[config.mk]
export PLATFORM = sky130hd
export DESIGN_NAME = greedy_change_dispenser_unit
export DESIGN_NICKNAME = d
export VERILOG_FILES = /design/src/design/gchg_pkg.sv /design/src/design/greedy_change_dispenser_unit.sv /design/src/design/gchg_mul.sv
export SDC_FILE = /design/constraint.sdc
export NUM_CORES = 2
export LEC_CHECK = 0
export BUFFER_PORTS_ARGS = -buffer_cell sky130_fd_sc_hd__buf_2
export CAP_MARGIN = 25
export CORE_ASPECT_RATIO = 0.9
export CORE_MARGIN = 2
export CORE_UTILIZATION = 64
export DETAILED_ROUTE_END_ITERATION = 7
export PLACE_DENSITY = 0.81
export REMOVE_ABC_BUFFERS = 1
export SLEW_MARGIN = 20
export SYNTH_ARGS = -nofsm -noshare
export SYNTH_HDL_FRONTEND = slang
export SYNTH_HIERARCHICAL = 1
export SYNTH_SLANG_ARGS = --single-unit
[constraint.sdc]
create_clock -name clk -period 11.8 [get_ports clk]
set_input_delay 1.18 -clock clk [delete_from_list [all_inputs] [get_ports clk]]
set_output_delay 1.18 -clock clk [all_outputs]
set_load 0.02 [all_outputs]
[src/design/gchg_pkg.sv]
// gchg_pkg: shared types, codes and denomination tables for the change dispenser
// holds the fixed cent values and their scaled reciprocals used by the quotient step
// no dependencies
package gchg_pkg;

	localparam int DEF_NUM_DENOMS  = 13;
	localparam int DEF_COUNT_WIDTH = 16;

	localparam int MUL_W = 32;

	localparam logic CMD_LOAD = 1'b0;
	localparam logic CMD_SALE = 1'b1;

	typedef enum logic [1:0] {
		ST_OK    = 2'd0,
		ST_INSUF = 2'd1,
		ST_NOCHG = 2'd2,
		ST_FAIL  = 2'd3
	} status_t;

	typedef enum logic [3:0] {
		S_IDLE,
		S_DIV_RECIP,
		S_DIV_QV,
		S_DIV_CORR,
		S_DIV_TV,
		S_DIV_SUB,
		S_CHECK,
		S_BAL_MUL,
		S_BAL_ACC,
		S_EMIT
	} state_t;

	typedef struct packed {
		logic [MUL_W-1:0] a;
		logic [MUL_W-1:0] b;
	} mul_req_t;

	// cent value of each denomination, zero past the smallest coin
	function automatic logic [14:0] denom_value(input logic [3:0] i);
		logic [14:0] v;
		case (i)
			4'd0:    v = 15'd20000;
			4'd1:    v = 15'd10000;
			4'd2:    v = 15'd5000;
			4'd3:    v = 15'd2000;
			4'd4:    v = 15'd1000;
			4'd5:    v = 15'd500;
			4'd6:    v = 15'd200;
			4'd7:    v = 15'd100;
			4'd8:    v = 15'd50;
			4'd9:    v = 15'd25;
			4'd10:   v = 15'd10;
			4'd11:   v = 15'd5;
			4'd12:   v = 15'd1;
			default: v = 15'd0;
		endcase
		return v;
	endfunction

	// floor((2^32 - 1) / value): estimate is exact or one low for a 30-bit dividend
	function automatic logic [31:0] denom_recip(input logic [3:0] i);
		logic [31:0] m;
		case (i)
			4'd0:    m = 32'd214748;
			4'd1:    m = 32'd429496;
			4'd2:    m = 32'd858993;
			4'd3:    m = 32'd2147483;
			4'd4:    m = 32'd4294967;
			4'd5:    m = 32'd8589934;
			4'd6:    m = 32'd21474836;
			4'd7:    m = 32'd42949672;
			4'd8:    m = 32'd85899345;
			4'd9:    m = 32'd171798691;
			4'd10:   m = 32'd429496729;
			4'd11:   m = 32'd858993459;
			4'd12:   m = 32'd4294967295;
			default: m = 32'd0;
		endcase
		return m;
	endfunction

endpackage

[src/design/greedy_change_dispenser_unit.sv]
// greedy_change_dispenser_unit: cash drawer stock with greedy change breakdown
// sequencer around one shared multiplier (gchg_mul), stock and breakdown registers
// depends on gchg_pkg, gchg_mul
//
// input channel in_valid/in_ready carries one command beat: cmd, denom_index,
// stock_value, price, paid, trial_only. in_ready is high only while the block idles.
// output channel out_valid/out_ready carries result beats: status, out_denom,
// used_count, change_amount, balance, last.
// load, insufficient payment and no change: one result beat, offered after a
// balance pass over every denomination.
// sale: each denomination passes through the multiplier states (reciprocal
// quotient, correction, deduction), then a check state and the balance pass;
// failure gives one beat, success NUM_DENOMS beats, one a cycle while the
// receiver is ready.
// the balance is always summed over the stock with the same multiplier.
// a stalled receiver holds the output register; the block waits in its
// result phase and takes a new input once the final beat is registered.
// reset clears every stock count to zero and empties the output register.
module greedy_change_dispenser_unit #(
	parameter int NUM_DENOMS  = gchg_pkg::DEF_NUM_DENOMS,
	parameter int COUNT_WIDTH = gchg_pkg::DEF_COUNT_WIDTH
) (
	input  logic        clk,
	input  logic        arst_n,
	input  logic        in_valid,
	output logic        in_ready,
	input  logic        cmd,
	input  logic [3:0]  denom_index,
	input  logic [15:0] stock_value,
	input  logic [29:0] price,
	input  logic [29:0] paid,
	input  logic        trial_only,
	output logic        out_valid,
	input  logic        out_ready,
	output logic [1:0]  status,
	output logic [3:0]  out_denom,
	output logic [15:0] used_count,
	output logic [29:0] change_amount,
	output logic [31:0] balance,
	output logic        last
);
	import gchg_pkg::*;

	localparam int IDX_W = (NUM_DENOMS > 1) ? $clog2(NUM_DENOMS) : 1;

	state_t state_q, state_d;

	logic [COUNT_WIDTH-1:0] stock_q [NUM_DENOMS];
	logic [15:0]            scratch_q [NUM_DENOMS];

	logic [IDX_W-1:0] cnt_q;
	logic [29:0]      change_q;
	logic [29:0]      rest_q;
	logic [29:0]      qest_q;
	logic [31:0]      take_q;
	logic [31:0]      acc_q;
	status_t          op_status_q;
	logic             multi_q;
	logic             trial_q;

	logic        out_valid_q;
	logic [1:0]  status_q;
	logic [3:0]  out_denom_q;
	logic [15:0] used_count_q;
	logic [29:0] change_amount_q;
	logic [31:0] balance_q;
	logic        last_q;

	mul_req_t           mul_req;
	logic [2*MUL_W-1:0] prod;

	logic                   in_fire;
	logic                   out_free;
	logic                   out_load;
	logic                   cnt_last;
	logic [14:0]            cur_value;
	logic [31:0]            cur_recip;
	logic [COUNT_WIDTH-1:0] stock_rd;
	logic [29:0]            sale_change;
	logic [29:0]            rem_c;
	logic [29:0]            quot_c;
	logic [31:0]            take_c;

	gchg_mul u_mul (
		.clk  (clk),
		.req  (mul_req),
		.prod (prod)
	);

	assign in_fire   = in_valid && in_ready;
	assign out_free  = !out_valid_q || out_ready;
	assign cnt_last  = (cnt_q == IDX_W'(NUM_DENOMS - 1));
	assign cur_value = denom_value(4'(cnt_q));
	assign cur_recip = denom_recip(4'(cnt_q));
	assign stock_rd  = stock_q[cnt_q];
	assign sale_change = paid - price;

	// quotient correction and stock limit
	always_comb begin
		rem_c  = rest_q - prod[29:0];
		quot_c = qest_q + 30'(rem_c >= {15'd0, cur_value});
		if (cur_value == 15'd0) begin
			quot_c = 30'd0;
		end
		if (32'(quot_c) > 32'(stock_rd)) begin
			take_c = 32'(stock_rd);
		end else begin
			take_c = 32'(quot_c);
		end
	end

	always_ff @(posedge clk or negedge arst_n) begin
		if (!arst_n) begin
			state_q <= S_IDLE;
		end else begin
			state_q <= state_d;
		end
	end

	always_comb begin
		state_d   = state_q;
		in_ready  = 1'b0;
		out_load  = 1'b0;
		mul_req.a = '0;
		mul_req.b = '0;
		case (state_q)
			S_IDLE: begin
				in_ready = 1'b1;
				if (in_valid) begin
					if (cmd == CMD_SALE && paid > price) begin
						state_d = S_DIV_RECIP;
					end else begin
						state_d = S_BAL_MUL;
					end
				end
			end
			S_DIV_RECIP: begin
				mul_req.a = 32'(rest_q);
				mul_req.b = cur_recip;
				state_d   = S_DIV_QV;
			end
			S_DIV_QV: begin
				mul_req.a = 32'(prod[61:32]);
				mul_req.b = 32'(cur_value);
				state_d   = S_DIV_CORR;
			end
			S_DIV_CORR: begin
				state_d = S_DIV_TV;
			end
			S_DIV_TV: begin
				mul_req.a = take_q;
				mul_req.b = 32'(cur_value);
				state_d   = S_DIV_SUB;
			end
			S_DIV_SUB: begin
				state_d = cnt_last ? S_CHECK : S_DIV_RECIP;
			end
			S_CHECK: begin
				state_d = S_BAL_MUL;
			end
			S_BAL_MUL: begin
				mul_req.a = 32'(stock_rd);
				mul_req.b = 32'(cur_value);
				state_d   = S_BAL_ACC;
			end
			S_BAL_ACC: begin
				state_d = cnt_last ? S_EMIT : S_BAL_MUL;
			end
			S_EMIT: begin
				if (out_free) begin
					out_load = 1'b1;
					if (!multi_q || cnt_last) begin
						state_d = S_IDLE;
					end
				end
			end
			default: begin
				state_d = S_IDLE;
			end
		endcase
	end

	// sequencer datapath
	always_ff @(posedge clk) begin
		case (state_q)
			S_IDLE: begin
				cnt_q   <= '0;
				acc_q   <= '0;
				trial_q <= trial_only;
				multi_q <= 1'b0;
				rest_q  <= sale_change;
				if (cmd == CMD_LOAD) begin
					op_status_q <= ST_OK;
					change_q    <= '0;
				end else if (paid < price) begin
					op_status_q <= ST_INSUF;
					change_q    <= '0;
				end else if (paid == price) begin
					op_status_q <= ST_NOCHG;
					change_q    <= '0;
				end else begin
					op_status_q <= ST_OK;
					change_q    <= sale_change;
				end
			end
			S_DIV_QV: begin
				qest_q <= prod[61:32];
			end
			S_DIV_CORR: begin
				take_q <= take_c;
			end
			S_DIV_SUB: begin
				rest_q <= rest_q - prod[29:0];
				scratch_q[cnt_q] <= take_q[15:0];
				cnt_q <= cnt_last ? '0 : cnt_q + IDX_W'(1);
			end
			S_CHECK: begin
				if (rest_q != 30'd0) begin
					op_status_q <= ST_FAIL;
				end else begin
					multi_q <= 1'b1;
				end
			end
			S_BAL_ACC: begin
				acc_q <= acc_q + prod[31:0];
				cnt_q <= cnt_last ? '0 : cnt_q + IDX_W'(1);
			end
			S_EMIT: begin
				if (out_free) begin
					cnt_q <= cnt_q + IDX_W'(1);
				end
			end
			default: begin
			end
		endcase
	end

	// stock counts: load write, or deduction of a successful non-trial sale
	always_ff @(posedge clk or negedge arst_n) begin
		if (!arst_n) begin
			for (int i = 0; i < NUM_DENOMS; i++) begin
				stock_q[i] <= '0;
			end
		end else if (in_fire && cmd == CMD_LOAD) begin
			if ({1'b0, denom_index} < 5'(NUM_DENOMS)) begin
				stock_q[denom_index[IDX_W-1:0]] <= COUNT_WIDTH'(stock_value);
			end
		end else if (state_q == S_CHECK && rest_q == 30'd0 && !trial_q) begin
			for (int i = 0; i < NUM_DENOMS; i++) begin
				stock_q[i] <= stock_q[i] - COUNT_WIDTH'(scratch_q[i]);
			end
		end
	end

	// output register
	always_ff @(posedge clk or negedge arst_n) begin
		if (!arst_n) begin
			out_valid_q <= 1'b0;
		end else if (out_load) begin
			out_valid_q <= 1'b1;
		end else if (out_ready) begin
			out_valid_q <= 1'b0;
		end
	end

	always_ff @(posedge clk) begin
		if (out_load) begin
			status_q        <= op_status_q;
			out_denom_q     <= multi_q ? 4'(cnt_q) : 4'd0;
			used_count_q    <= multi_q ? scratch_q[cnt_q] : 16'd0;
			change_amount_q <= change_q;
			balance_q       <= acc_q;
			last_q          <= !multi_q || cnt_last;
		end
	end

	assign out_valid     = out_valid_q;
	assign status        = status_q;
	assign out_denom     = out_denom_q;
	assign used_count    = used_count_q;
	assign change_amount = change_amount_q;
	assign balance       = balance_q;
	assign last          = last_q;

endmodule

[src/design/gchg_mul.sv]
// gchg_mul: shared 32 by 32 multiplier with a registered 64-bit product
// one request a cycle, product valid the cycle after
// depends on gchg_pkg
module gchg_mul (
	input  logic                      clk,
	input  gchg_pkg::mul_req_t        req,
	output logic [2*gchg_pkg::MUL_W-1:0] prod
);
	import gchg_pkg::*;

	logic [2*MUL_W-1:0] prod_q;

	always_ff @(posedge clk) begin
		prod_q <= req.a * req.b;
	end

	assign prod = prod_q;

endmodule
==> summary.md <==
| Metric | Value |
|---|---|
| Clock sink total | 821 |
| Critical path fanouts, max | 21 |
| CP endpoint kind | flop |
| Max Cap Viol | 0 |
| Crit path largest cell delay | 0.87 ns |
| Initial antenna violation count | 8 |
| Total CTS buffers | 87 |
| Most frequent cells in the layout | 1293 x inv_1, 911 x fa_1, 731 x nand2_1, 655 x and2_1, 591 x ha_1 |
| CTS root buf | clkbuf_16 |
| DIE WIDTH | 379 um |
| Leak Pwr | 39.6 nW |
| Hold Vio Cnt, Final | 0 |
| Final worst slack | 0.918 ns |
| Crit-path most repeated cell | fa_1 |
| Worst-Skew Late Latency | 0.70 ns |
| Clock-pin transition on the worst setup and hold timing paths | 0.07 ns |
| Syn_area_per_cell | 9.80 um^2 |
| Min Tclk post-route | 10.88 ns |
| Critical path type | flop to flop |
| Post-route ant nets | 0 |
| Via Count | 64500 |
| Cell row count | 123 |
| Slew HR | 28.2% |
| Die area | 130000 um^2 |
| Clock power share | 11.8% |
| F_max | 0.0919 GHz |
| Setup TNS | 0 ns |
| Sw Share | 52.3% |
| Sequential power share | 18.9% |
| Share of layout cells above drive strength 1 | 8.00% |
| Non-filler cells, final | 10100 |
| Residual DRC | 0 |
| Fill cells | 9260 |
| Post_cts resized | 0 |
| Logic pwr share | 69.3% |
| Area delta synth->final | 7.40% |
| Nets | 9901 |
| Vias in the first global route | 65600 |
| Largest net degree at the start of global routing | 100 |
| Status | completed |
| Max VDD drop | 0.360 mV |
| Buffers & Inverters on Critical Path | 7 |
| Power, Total | 0.0250 W |
| GR Util All Layers | 38.9% |
| Placed Cells | 9900 |
| Critical Path RT | 12.40 ns |
| Place WS | 1.24 ns |
| P_int | 0.0119 W |
| Gpl congestion | 1.02 |
| P per Cell Area | 287 nW/um^2 |
| First-pass GRT wire length | 384 mm |
| DRT Pass-1 Iters | 8 |
| Vias per Instance | 6.40 |
| Crit share post-route | 92.2% |
| Core area | 125000 um^2 |
| Port bufs | 172 |
| Hpwl dp | 189 mm |
| Pins over their slew limit | 0 |
| Hold-fix buffers, CTS | 0 |
| Worst slew pin tran | 1.08 ns |
| Die height | 342 um |
| Routed wire length | 248 mm |
| Deepest clock path buffer count | 3 |
| Total grt overflow | 0 |
| Initial DRC count | 8354 |
| Wire per inst | 24.6 um |
| Syn Inst Count | 8282 |
| Crit path DAT | 11.49 ns |
| CTS tree | yes |
| Crit-path leading delay family | adder cells |
| IO Pins | 173 |
| Final setup fails | 0 |
| Postcts setup bufs | 0 |
| Hold Path Class | flop to flop |
| Crit path launch type | flop |
| Initial Utilization | 64.7% |
| H-tree levels | 3 |
| Cell Area, Synth | 81100 um^2 |
| Synth warn | 6 |
| RSZ-0062 raised after global routing | false |
| Most common cell after layout, fill and taps aside | inv_1 |
| Sw power | 0.0131 W |
| Critical-path top delay cell | nor2b_1 |
| Fin Hold WS | 0.417 ns |
| Clock Skew | 0.0767 ns |
power by group through the flow:
stage	Clock [W]	Combinational (W)	Sequential [W]
after floorplan	0	0.0114	0.00452
after global placement	0	0.0162	0.00470
after detailed placement	0	0.0167	0.00472
after CTS	0.00295	0.0169	0.00467
after global routing	0.00306	0.0190	0.00475
final	0.00295	0.0173	0.00473
area by class of cell:
cell class              instances  area (um^2)  area share (%)
multi-input cells            5786        52400            60.2
flip-flops and latches        821        22500            25.8
inverters                    1301         4880            5.60
clock buffers                 114         2400            2.75
repair buffers                316         2120            2.43
well taps                    1687         2110            2.42
clock inverters                50          644           0.740
diodes                          9         22.5          0.0258
path summary, 6_finish.rpt:
check	slack [ns]	endpoint	start	depth (start not counted)
min reg2reg	0.42	change_amount[27]	change_q[27]	0
max reg2reg	0.92	u_mul/prod[51]	cnt_q[2]	29
min	0.42	change_amount[27]	change_q[27]	0
max in group asynchronous	9.71	stock_q[52]	arst_n	2
max	0.92	u_mul/prod[51]	cnt_q[2]	29
min in group asynchronous	0.60	stock_q[201]	arst_n	1
metal layers:
metal,share of wire (%),up-vias,wire length (um),global-route usage [%]
li1,-,27500,-,-
met3,14,757,33500,11.1
met1,38,31900,94100,53.7
met4,5.2,0,12900,18.2
met5,0,-,0,0
met2,43,4417,107000,57.2
worst reg2reg max path: cells and delay by family (launching register included):
family / cells / cell delay (ns)
adder cells (fa/ha/maj): 9 / 4.39
AO/OA/AOI/OAI: 9 / 3.09
AND/OR/NAND/NOR: 3 / 1.33
buffers and inverters: 7 / 1.22
flip-flops: 1 / 0.63
XOR/XNOR: 1 / 0.15
through the flow:
| stage | util, % | instance area (um^2) |
|---|---|---|
| final | 69.5 | 87100 |
| after global routing | 69.5 | 87100 |
| after CTS | 69.3 | 87000 |
| after detailed placement | 66.9 | 83900 |
| after global placement | 66.8 | 83800 |
| after floorplan | - | 79700 |
registers in the layout, indices dropped and copies added, names as in the netlist, 31 cells and up:
signal,cells
scratch_q,256
stock_q,208
u_mul/prod,62
acc_q,32
balance,32
cur_recip,31
No activity file was read; power rests on OpenSTA's default activity.
